==> config.mk <==
export PLATFORM = sky130hd
export DESIGN_NAME = prime_sieve_lister_unit
export DESIGN_NICKNAME = d
export VERILOG_FILES = /design/src/rtl/core/psl_pkg.sv /design/src/rtl/core/prime_sieve_lister_unit.sv /design/src/rtl/core/psl_ram.sv /design/src/rtl/core/psl_front.sv /design/src/rtl/core/psl_back.sv
export SDC_FILE = /design/constraint.sdc
export NUM_CORES = 1
export LEC_CHECK = 0
export BUFFER_PORTS_ARGS = -buffer_cell sky130_fd_sc_hd__buf_2
export CAP_MARGIN = 20
export CORE_ASPECT_RATIO = 0.5
export CORE_MARGIN = 10
export CORE_UTILIZATION = 62
export DETAILED_ROUTE_END_ITERATION = 7
export PLACE_DENSITY = 0.79
export SYNTH_ARGS = -nofsm -noshare
export SYNTH_HDL_FRONTEND = slang
export SYNTH_SLANG_ARGS = --single-unit
==> constraint.sdc <==
create_clock -name i_clk -period 22.9 [get_ports i_clk]
set_clock_uncertainty 0.15 [all_clocks]
set_input_delay 2.29 -clock i_clk [delete_from_list [all_inputs] [get_ports i_clk]]
set_output_delay 2.29 -clock i_clk [all_outputs]
set_load 0.01 [all_outputs]
==> src/rtl/core/psl_pkg.sv <==
// Shared constants and types for the prime sieve lister.
package psl_pkg;

    // Largest limit that is sieved; a larger limit is reported out of range.
    localparam int MAX_N  = 256;
    // Width of the incoming limit and of a listed prime.
    localparam int LIM_W  = 10;
    localparam int VAL_W  = 9;
    // Bitmap index width and width of a count that can hold MAX_N itself.
    localparam int ADDR_W = $clog2(MAX_N);
    localparam int CNT_W  = $clog2(MAX_N + 1);

    // Command classes decided by the front part.
    localparam logic [1:0] CMD_SIEVE = 2'd0;
    localparam logic [1:0] CMD_EMPTY = 2'd1;
    localparam logic [1:0] CMD_RANGE = 2'd2;

    // Result status codes.
    localparam logic ST_OK    = 1'b0;
    localparam logic ST_RANGE = 1'b1;

    // One classified command as it travels through the queue.
    typedef struct packed {
        logic [1:0]       kind;
        logic [CNT_W-1:0] n;
    } t_cmd;

endpackage

==> src/rtl/core/prime_sieve_lister_unit.sv <==
// Top level of the prime sieve lister: front classifier, command queue and sieve engine.
//
// Each transfer carries a limit n, and the block lists every prime below n in ascending order,
// flagging the last one; a limit of two or less yields one empty result marked last, and a limit
// above MAX_N yields one result with the out-of-range status. A command in range first loads
// the candidate bitmap, entries zero to n-1. Striking then writes each multiple, stepping by i
// from i*i for every i whose square is below n, prime or not (481 strikes at n = 256); after the
// multiples of one i it steps on to the next square, and a final step leaves for the scan. The
// scan reads and then checks each entry from two to n-1. The single bitmap RAM is written while
// loading and striking and read while scanning, and a stall on the result side holds the scan
// while a found prime waits. Up to two further commands are queued while one is being worked,
// and results wait in an output register.
module prime_sieve_lister_unit (
    input  logic                       i_clk,
    input  logic                       i_rst_n,
    input  logic                       i_valid,
    output logic                       o_stall,
    input  logic [psl_pkg::LIM_W-1:0]  i_limit_n,
    output logic                       o_valid,
    input  logic                       i_stall,
    output logic [psl_pkg::VAL_W-1:0]  o_prime_value,
    output logic                       o_has_prime,
    output logic                       o_last_result,
    output logic                       o_status
);
    import psl_pkg::*;

    logic w_cmd_valid;
    t_cmd w_cmd;
    logic w_cmd_pop;

    // Accept and classify limits.
    psl_front u_front (
        .i_clk       (i_clk),
        .i_rst_n     (i_rst_n),
        .i_valid     (i_valid),
        .o_stall     (o_stall),
        .i_limit_n   (i_limit_n),
        .o_cmd_valid (w_cmd_valid),
        .o_cmd       (w_cmd),
        .i_cmd_pop   (w_cmd_pop)
    );

    // Sieve and list.
    psl_back u_back (
        .i_clk         (i_clk),
        .i_rst_n       (i_rst_n),
        .i_cmd_valid   (w_cmd_valid),
        .i_cmd         (w_cmd),
        .o_cmd_pop     (w_cmd_pop),
        .o_valid       (o_valid),
        .i_stall       (i_stall),
        .o_prime_value (o_prime_value),
        .o_has_prime   (o_has_prime),
        .o_last_result (o_last_result),
        .o_status      (o_status)
    );

endmodule

==> src/rtl/core/psl_ram.sv <==
// Generic single-port-write, single-port-read RAM with registered read data.
module psl_ram #(
    parameter int WIDTH = 1,
    parameter int DEPTH = 256
) (
    input  logic                     i_clk,
    input  logic                     i_we,
    input  logic [$clog2(DEPTH)-1:0] i_waddr,
    input  logic [WIDTH-1:0]         i_wdata,
    input  logic                     i_re,
    input  logic [$clog2(DEPTH)-1:0] i_raddr,
    output logic [WIDTH-1:0]         o_rdata
);

    logic [WIDTH-1:0] r_mem [DEPTH];
    logic [WIDTH-1:0] r_rdata;

    // Write port and registered read port; read data holds while no read is issued.
    always_ff @(posedge i_clk) begin
        if (i_we) begin
            r_mem[i_waddr] <= i_wdata;
        end
        if (i_re) begin
            r_rdata <= r_mem[i_raddr];
        end
    end

    assign o_rdata = r_rdata;

endmodule

==> src/rtl/core/psl_front.sv <==
// Front part: accepts limits, classifies them and queues the commands.
module psl_front (
    input  logic                       i_clk,
    input  logic                       i_rst_n,
    input  logic                       i_valid,
    output logic                       o_stall,
    input  logic [psl_pkg::LIM_W-1:0]  i_limit_n,
    output logic                       o_cmd_valid,
    output psl_pkg::t_cmd              o_cmd,
    input  logic                       i_cmd_pop
);
    import psl_pkg::*;

    t_cmd       r_q [2];
    logic       r_wr_ptr;
    logic       r_rd_ptr;
    logic [1:0] r_count;
    logic       w_push;
    t_cmd       w_cmd;

    // Classify the incoming limit.
    always_comb begin
        w_cmd.n = CNT_W'(i_limit_n);
        if (i_limit_n > LIM_W'(MAX_N)) begin
            w_cmd.kind = CMD_RANGE;
        end else if (i_limit_n <= LIM_W'(2)) begin
            w_cmd.kind = CMD_EMPTY;
        end else begin
            w_cmd.kind = CMD_SIEVE;
        end
    end

    assign o_stall     = (r_count == 2'd2);
    assign w_push      = i_valid && !o_stall;
    assign o_cmd_valid = (r_count != 2'd0);
    assign o_cmd       = r_q[r_rd_ptr];

    // Queue payload; needs no reset.
    always_ff @(posedge i_clk) begin
        if (w_push) begin
            r_q[r_wr_ptr] <= w_cmd;
        end
    end

    // Queue pointers and fill count.
    always_ff @(posedge i_clk) begin
        if (!i_rst_n) begin
            r_wr_ptr <= 1'b0;
            r_rd_ptr <= 1'b0;
            r_count  <= 2'd0;
        end else begin
            if (w_push) begin
                r_wr_ptr <= !r_wr_ptr;
            end
            if (i_cmd_pop) begin
                r_rd_ptr <= !r_rd_ptr;
            end
            case ({w_push, i_cmd_pop})
                2'b10:   r_count <= r_count + 2'd1;
                2'b01:   r_count <= r_count - 2'd1;
                default: r_count <= r_count;
            endcase
        end
    end

    // The fill count never exceeds the queue depth.
    a_count_bound: assert property (@(posedge i_clk) disable iff (!i_rst_n)
        r_count <= 2'd2) else $error("command queue overfilled");

    // A pop is only ever taken from a non-empty queue.
    a_pop_nonempty: assert property (@(posedge i_clk) disable iff (!i_rst_n)
        i_cmd_pop |-> (r_count != 2'd0)) else $error("pop from empty queue");

    // A transfer into a full queue is refused.
    a_no_push_full: assert property (@(posedge i_clk) disable iff (!i_rst_n)
        (r_count == 2'd2) && !i_cmd_pop |=> (r_count == 2'd2))
        else $error("queue lost its fill");

endmodule

==> src/rtl/core/psl_back.sv <==
// Back part: runs the sieve over the bitmap RAM and lists the primes.
module psl_back (
    input  logic                       i_clk,
    input  logic                       i_rst_n,
    input  logic                       i_cmd_valid,
    input  psl_pkg::t_cmd              i_cmd,
    output logic                       o_cmd_pop,
    output logic                       o_valid,
    input  logic                       i_stall,
    output logic [psl_pkg::VAL_W-1:0]  o_prime_value,
    output logic                       o_has_prime,
    output logic                       o_last_result,
    output logic                       o_status
);
    import psl_pkg::*;

    localparam logic [2:0] S_IDLE  = 3'd0;
    localparam logic [2:0] S_INIT  = 3'd1;
    localparam logic [2:0] S_MARK  = 3'd2;
    localparam logic [2:0] S_RD    = 3'd3;
    localparam logic [2:0] S_CHK   = 3'd4;
    localparam logic [2:0] S_FIN   = 3'd5;

    logic [2:0]       r_state, n_state;
    logic [CNT_W-1:0] r_n, n_n;
    logic [CNT_W-1:0] r_addr, n_addr;
    logic [CNT_W-1:0] r_i, n_i;
    logic [CNT_W:0]   r_sq, n_sq;
    logic [CNT_W:0]   r_m, n_m;
    logic             r_status, n_status;
    logic             r_have_pend, n_have_pend;
    logic [VAL_W-1:0] r_pend, n_pend;

    logic             r_out_valid, n_out_valid;
    logic [VAL_W-1:0] r_out_value, n_out_value;
    logic             r_out_has, n_out_has;
    logic             r_out_last, n_out_last;
    logic             r_out_status, n_out_status;

    logic              w_slot_free;
    logic              w_we;
    logic [ADDR_W-1:0] w_waddr;
    logic              w_wdata;
    logic              w_re;
    logic              w_rdata;
    logic [CNT_W:0]    w_step;

    psl_ram #(
        .WIDTH (1),
        .DEPTH (MAX_N)
    ) u_bitmap (
        .i_clk   (i_clk),
        .i_we    (w_we),
        .i_waddr (w_waddr),
        .i_wdata (w_wdata),
        .i_re    (w_re),
        .i_raddr (r_addr[ADDR_W-1:0]),
        .o_rdata (w_rdata)
    );

    assign w_slot_free = !r_out_valid || !i_stall;
    // Distance from one square to the next: 2i + 1.
    assign w_step      = {r_i, 1'b1};

    // Sequencer: load candidates, strike multiples, then scan and list.
    always_comb begin
        n_state      = r_state;
        n_n          = r_n;
        n_addr       = r_addr;
        n_i          = r_i;
        n_sq         = r_sq;
        n_m          = r_m;
        n_status     = r_status;
        n_have_pend  = r_have_pend;
        n_pend       = r_pend;
        n_out_valid  = r_out_valid && i_stall;
        n_out_value  = r_out_value;
        n_out_has    = r_out_has;
        n_out_last   = r_out_last;
        n_out_status = r_out_status;
        o_cmd_pop    = 1'b0;
        w_we         = 1'b0;
        w_waddr      = r_addr[ADDR_W-1:0];
        w_wdata      = 1'b0;
        w_re         = 1'b0;
        unique case (r_state)
            S_IDLE: begin
                if (i_cmd_valid) begin
                    o_cmd_pop   = 1'b1;
                    n_n         = i_cmd.n;
                    n_addr      = '0;
                    n_have_pend = 1'b0;
                    n_status    = (i_cmd.kind == CMD_RANGE) ? ST_RANGE : ST_OK;
                    n_state     = (i_cmd.kind == CMD_SIEVE) ? S_INIT : S_FIN;
                end
            end
            S_INIT: begin
                // Entries below two are not candidates.
                w_we    = 1'b1;
                w_wdata = (r_addr >= CNT_W'(2));
                if (r_addr == r_n - CNT_W'(1)) begin
                    n_state = S_MARK;
                    n_i     = CNT_W'(2);
                    n_sq    = (CNT_W+1)'(4);
                    n_m     = (CNT_W+1)'(4);
                end else begin
                    n_addr = r_addr + CNT_W'(1);
                end
            end
            S_MARK: begin
                // Strike i*i, i*i+i, ... below n for each i with i*i below n.
                if (r_sq >= {1'b0, r_n}) begin
                    n_state = S_RD;
                    n_addr  = CNT_W'(2);
                end else if (r_m < {1'b0, r_n}) begin
                    w_we    = 1'b1;
                    w_waddr = r_m[ADDR_W-1:0];
                    w_wdata = 1'b0;
                    n_m     = r_m + {1'b0, r_i};
                end else begin
                    n_i  = r_i + CNT_W'(1);
                    n_sq = r_sq + w_step;
                    n_m  = r_sq + w_step;
                end
            end
            S_RD: begin
                if (r_addr == r_n) begin
                    n_state = S_FIN;
                end else begin
                    w_re    = 1'b1;
                    n_state = S_CHK;
                end
            end
            S_CHK: begin
                // A prime is held back until the next one shows it is not the last.
                if (w_rdata && r_have_pend) begin
                    if (w_slot_free) begin
                        n_out_valid  = 1'b1;
                        n_out_value  = r_pend;
                        n_out_has    = 1'b1;
                        n_out_last   = 1'b0;
                        n_out_status = ST_OK;
                        n_pend       = VAL_W'(r_addr);
                        n_addr       = r_addr + CNT_W'(1);
                        n_state      = S_RD;
                    end
                end else begin
                    if (w_rdata) begin
                        n_pend      = VAL_W'(r_addr);
                        n_have_pend = 1'b1;
                    end
                    n_addr  = r_addr + CNT_W'(1);
                    n_state = S_RD;
                end
            end
            S_FIN: begin
                if (w_slot_free) begin
                    n_out_valid  = 1'b1;
                    n_out_value  = r_have_pend ? r_pend : '0;
                    n_out_has    = r_have_pend;
                    n_out_last   = 1'b1;
                    n_out_status = r_status;
                    n_have_pend  = 1'b0;
                    n_state      = S_IDLE;
                end
            end
            default: begin
                n_state = S_IDLE;
            end
        endcase
    end

    // Control state.
    always_ff @(posedge i_clk) begin
        if (!i_rst_n) begin
            r_state     <= S_IDLE;
            r_have_pend <= 1'b0;
            r_out_valid <= 1'b0;
        end else begin
            r_state     <= n_state;
            r_have_pend <= n_have_pend;
            r_out_valid <= n_out_valid;
        end
    end

    // Working registers and result payload.
    always_ff @(posedge i_clk) begin
        r_n          <= n_n;
        r_addr       <= n_addr;
        r_i          <= n_i;
        r_sq         <= n_sq;
        r_m          <= n_m;
        r_status     <= n_status;
        r_pend       <= n_pend;
        r_out_value  <= n_out_value;
        r_out_has    <= n_out_has;
        r_out_last   <= n_out_last;
        r_out_status <= n_out_status;
    end

    assign o_valid       = r_out_valid;
    assign o_prime_value = r_out_value;
    assign o_has_prime   = r_out_has;
    assign o_last_result = r_out_last;
    assign o_status      = r_out_status;

    // Striking never writes at or beyond the limit.
    a_mark_bound: assert property (@(posedge i_clk) disable iff (!i_rst_n)
        (r_state == S_MARK) && w_we |-> (r_m < {1'b0, r_n}))
        else $error("multiple struck beyond the limit");

    // Candidate loading stays below the limit.
    a_init_bound: assert property (@(posedge i_clk) disable iff (!i_rst_n)
        (r_state == S_INIT) |-> (r_addr < r_n)) else $error("load beyond the limit");

    // A listed prime is at least two, and an out-of-range result carries none.
    a_prime_value: assert property (@(posedge i_clk) disable iff (!i_rst_n)
        r_out_valid && r_out_has |-> (r_out_value >= VAL_W'(2)) && !r_out_status)
        else $error("bad prime in result");

    // Commands are taken only by an idle sequencer.
    a_pop_idle: assert property (@(posedge i_clk) disable iff (!i_rst_n)
        o_cmd_pop |-> (r_state == S_IDLE) && i_cmd_valid)
        else $error("command taken while busy");

endmodule
==> PnR_summary.wiki <==
{| class="wikitable"
! Metric !! Value
|-
| Outcome || finished clean
|-
| Detailed Place HPWL || ~28000 um
|-
| Violation count after the first detailed-route iteration || 2309
|-
| Setup TNS Final || 0 ps
|-
| Power per Cell Area || 112 mW/mm2
|-
| Average via count per standard cell || 7.42
|-
| Initial antenna violation count || 0
|-
| WL/cell || 28.0 um
|-
| Final min period || 4340 ps
|-
| Post-layout worst setup margin || 18560 ps
|-
| RePlAce Congestion || 0.921
|-
| TritonCTS Sinks || 358
|-
| Setup repair after global routing missed its margin || no
|-
| Critical path cell sequence || inv_1 > ha_1 > a211oi_1 > nand2_1 > a31oi_1 > o21a_1 > o21a_1 > nand3_1 > a22oi_1
|-
| Most frequent cells in the layout || sky130_fd_sc_hd__edfxtp_1 (348), sky130_fd_sc_hd__a22oi_1 (200), sky130_fd_sc_hd__nor2_1 (69)
|-
| Post-synthesis instance total || 1341
|-
| Port Buf Inserts || 27
|-
| Total track usage || between 20% and 30%
|-
| Crit end category || flip-flop
|-
| Source-to-sink clock delay at the later pin of the worst-skew pair || 590 ps
|-
| Die Footprint || about 0.037 mm2
|-
| Relative slew margins || 16.5%
|-
| Clock slew at the register clock pins of the worst setup and hold paths || 70 ps
|-
| Number of nets produced by synthesis || 1396
|-
| Layout fillers || 1950
|-
| Total cell area at the placement stage || 0.0185 mm2
|-
| Pins over their slew limit || 0
|-
| Most common library cell in the layout ignoring fill and taps || sky130_fd_sc_hd__edfxtp_1
|-
| Floorplan row count || 44
|-
| Post-synth top area share || 57.5%
|-
| Setup Fix Bufs, Post-CTS || 0
|-
| Overall Power || 2210 uW
|-
| Number of violations of the max-capacitance limit || 0
|-
| Family of cells with the greatest summed delay on the critical path || compound AO/OA/AOI/OAI gates
|-
| CTS tree || built
|-
| Distinct cell type count of the synthesized netlist || 61
|-
| Worst min path class || flip-flop to flip-flop
|-
| Number of hold violations in the final report || 0
|-
| Number of buffers inserted for hold repair after clock tree synthesis || 0
|-
| Synth-to-Final Area Change || 8.23%
|-
| Vias post-DR || 12.9k
|-
| Core Footprint || about 0.029 mm2
|-
| Root buffer cell || sky130_fd_sc_hd__clkbuf_16
|-
| Number of buffers and inverters on the critical path || 1
|-
| Cells taking the most area after synthesis || sky130_fd_sc_hd__edfxtp_1 (57%), sky130_fd_sc_hd__a22oi_1 (8.3%), sky130_fd_sc_hd__mux4_2 (8.1%), sky130_fd_sc_hd__ha_1 (2.7%), sky130_fd_sc_hd__a21oi_1 (1.7%)
|-
| Number of enable flip-flop cells after synthesis || about 350
|-
| Req. time, crit path || 22990 ps
|-
| Critical path startpoint category || flip-flop
|-
| Share of async-settable or async-resettable flops after synthesis || 0%
|-
| Final #Nets || 1373
|-
| Master of the slowest instance on the critical path || sky130_fd_sc_hd__nand3_1
|-
| Static Leakage || 0.00606 uW
|-
| F_max || 230 MHz
|-
| Average footprint of a synthesized cell || 13.6 um2
|-
| Sequential-to-total area share from yosys stat || 58.6%
|-
| Die height || 141 um
|-
| H-tree levels || 1
|-
| Layout cells sized above 1 || between 10% and 20%
|-
| Die W || 262 um
|-
| Post-synthesis register bit count || 358
|-
| Pin count of the biggest net entering global routing || 151
|-
| Total Routed Length || 48600 um
|-
| Inserted Clock Buffers || 31
|-
| Synthesized area || 0.0182 mm2
|-
| Post-route cell area || 0.0197 mm2
|-
| Crit share post-route || a little under a fifth
|-
| Worst reg2reg setup slack || between 15000 and 20000 ps
|-
| Number of nets with antenna violations after detailed routing || 0
|-
| Actual slew at the worst max-slew pin || around 1300 ps
|-
| First-pass GRT wire length || 73500 um
|-
| Diode count || 0
|-
| I/O pin cnt || 28
|-
| Ys Warns || 0
|-
| Cts repair resizes || 0
|-
| Synth area leader || sky130_fd_sc_hd__edfxtp_1
|-
| Largest incremental delay on the critical path || 1060 ps
|-
| Drt drc || 0
|-
| Pre-CTS worst setup slack || around 19000 ps
|-
| Cell repeated most along the worst path || sky130_fd_sc_hd__o21a_1
|-
| Leading register cell type out of synthesis || sky130_fd_sc_hd__edfxtp_1
|-
| Maximum net fanout on the critical path || 25
|-
| Final global-route overflow total || 0
|-
| Count of TritonRoute iterations in the first routing pass || 6
|-
| Number of global-route vias before repair || ~13k
|-
| Number of endpoints failing setup at the final stage || 0
|-
| Maximum root-to-sink buffer count || 3
|-
| Highest ir drop seen on vdd || between 70 and 80 uV
|-
| Arrival time reported for the critical path endpoint || 4430 ps
|-
| Critical path class || flip-flop to flip-flop
|-
| Starting density of the core || 62.8%
|}
==> registers in the layout, indices dropped and copies added (netlist names), named ones only <==
name,cells
u_back.r_addr,9
u_back.o_prime_value,9
u_back.r_pend,9
u_back.o_status,1
u_back.r_i,9
u_back.u_bitmap.o_rdata,1
u_back.o_last_result,1
u_back.o_has_prime,1
u_back.r_have_pend,1
u_back.u_bitmap.r_mem,256
u_back.o_valid,1
u_front.r_count,2
u_back.r_status,1
u_back.r_state,3
u_back.r_m,10
u_front.r_wr_ptr,1
u_front.r_rd_ptr,1
u_back.r_n,9
u_back.r_sq,10
u_front.r_q,22
==> layer usage <==
layer  share of wire, %  wire length [um]  GRT usage, %  up-vias
met3                 16              7950          9.25      158
met1                 37             17800          35.3     6275
met4                3.4              1660          9.00        0
met5                  0                 0             0        -
met2                 44             21200          37.7     1068
li1                   -                 -             -     5361
==> area by class of cell <==
cell class / instances / area (um2) / share of cell area (%)
inverters: 26 / 97.6 / 0.496
clock buffers: 36 / 805 / 4.09
repair buffers: 62 / 479 / 2.44
clock inverters: 22 / 238 / 1.21
well taps: 391 / 489 / 2.49
flip-flops and latches: 358 / 10700 / 54.1
multi-input cells: 839 / 6910 / 35.1
==> cell usage after synthesis, types with 5 or more instances <==
cell type and count:
sky130_fd_sc_hd__a21o_1 6, sky130_fd_sc_hd__edfxtp_1 348, sky130_fd_sc_hd__buf_6 8, sky130_fd_sc_hd__buf_1 5
sky130_fd_sc_hd__o21ai_0 20, sky130_fd_sc_hd__a22oi_2 24, sky130_fd_sc_hd__and3_1 11, sky130_fd_sc_hd__nand2b_1 16
sky130_fd_sc_hd__mux2_2 9, sky130_fd_sc_hd__a22oi_1 200, sky130_fd_sc_hd__clkbuf_1 76, sky130_fd_sc_hd__or4_1 8
sky130_fd_sc_hd__ha_1 39, sky130_fd_sc_hd__o21a_1 9, sky130_fd_sc_hd__buf_2 27, sky130_fd_sc_hd__nor2b_1 26
sky130_fd_sc_hd__mux4_2 65, sky130_fd_sc_hd__nor3_1 23, sky130_fd_sc_hd__dfxtp_1 10, sky130_fd_sc_hd__xor2_1 13
sky130_fd_sc_hd__and2_1 9, sky130_fd_sc_hd__nand4_1 17, sky130_fd_sc_hd__or3_1 6, sky130_fd_sc_hd__a21oi_1 62
sky130_fd_sc_hd__nand2_1 43, sky130_fd_sc_hd__o22ai_1 7, sky130_fd_sc_hd__nor2_1 70, sky130_fd_sc_hd__o21ai_1 15
sky130_fd_sc_hd__a31oi_1 6, sky130_fd_sc_hd__a22o_1 17, sky130_fd_sc_hd__nand3_1 25, sky130_fd_sc_hd__xnor2_1 29
sky130_fd_sc_hd__inv_1 25, sky130_fd_sc_hd__a221oi_1 16
==> power by group <==
group | internal [uW] | switching (uW) | total [uW]
sequential | 863 | 69.2 | 932
combinational | 259 | 466 | 725
clock | 308 | 241 | 549
==> final timing paths <==
path                            startpoint                                    to  depth (start not counted)
max                u_back.r_n[7]$_DFFE_PP_  u_back.u_bitmap.r_mem[210]$_DFFE_PP_                          9
min          u_front.r_rd_ptr$_SDFFE_PN0P_         u_front.r_rd_ptr$_SDFFE_PN0P_                          2
max reg2reg        u_back.r_n[7]$_DFFE_PP_  u_back.u_bitmap.r_mem[210]$_DFFE_PP_                          9
min reg2reg  u_front.r_rd_ptr$_SDFFE_PN0P_         u_front.r_rd_ptr$_SDFFE_PN0P_                          2
==> stage by stage <==
| step | hold WS [ps] | util [%] | std cells |
|---|---|---|---|
| floorplan | 274 | - | 1341 |
| global placement | 344 | 63.8 | 1666 |
| detailed placement | 352 | 63.8 | 1667 |
| CTS | 372 | 67.4 | 1725 |
| global route | 388 | 67.9 | 1734 |
| finish | 367 | 67.9 | 1734 |
==> worst register-to-register path: stages, from the launching register on <==
cell	delay, ps
sky130_fd_sc_hd__edfxtp_1	480
sky130_fd_sc_hd__inv_1	130
sky130_fd_sc_hd__ha_1	250
sky130_fd_sc_hd__a211oi_1	220
sky130_fd_sc_hd__nand2_1	80
sky130_fd_sc_hd__a31oi_1	180
sky130_fd_sc_hd__o21a_1	210
sky130_fd_sc_hd__o21a_1	700
sky130_fd_sc_hd__nand3_1	1070
sky130_fd_sc_hd__a22oi_1	540
==> cell families after synthesis <==
group / Yosys count / synth area share (%)
mux: 75 / 8.67
buf+inv: 144 / 3.53
flops: 358 / 58.6
compound gates: 412 / 16.7
simple gates: 268 / 7.49
xor+xnor: 43 / 2.15
fa+ha+maj: 41 / 2.90
(Power assumes the default switching activity.)
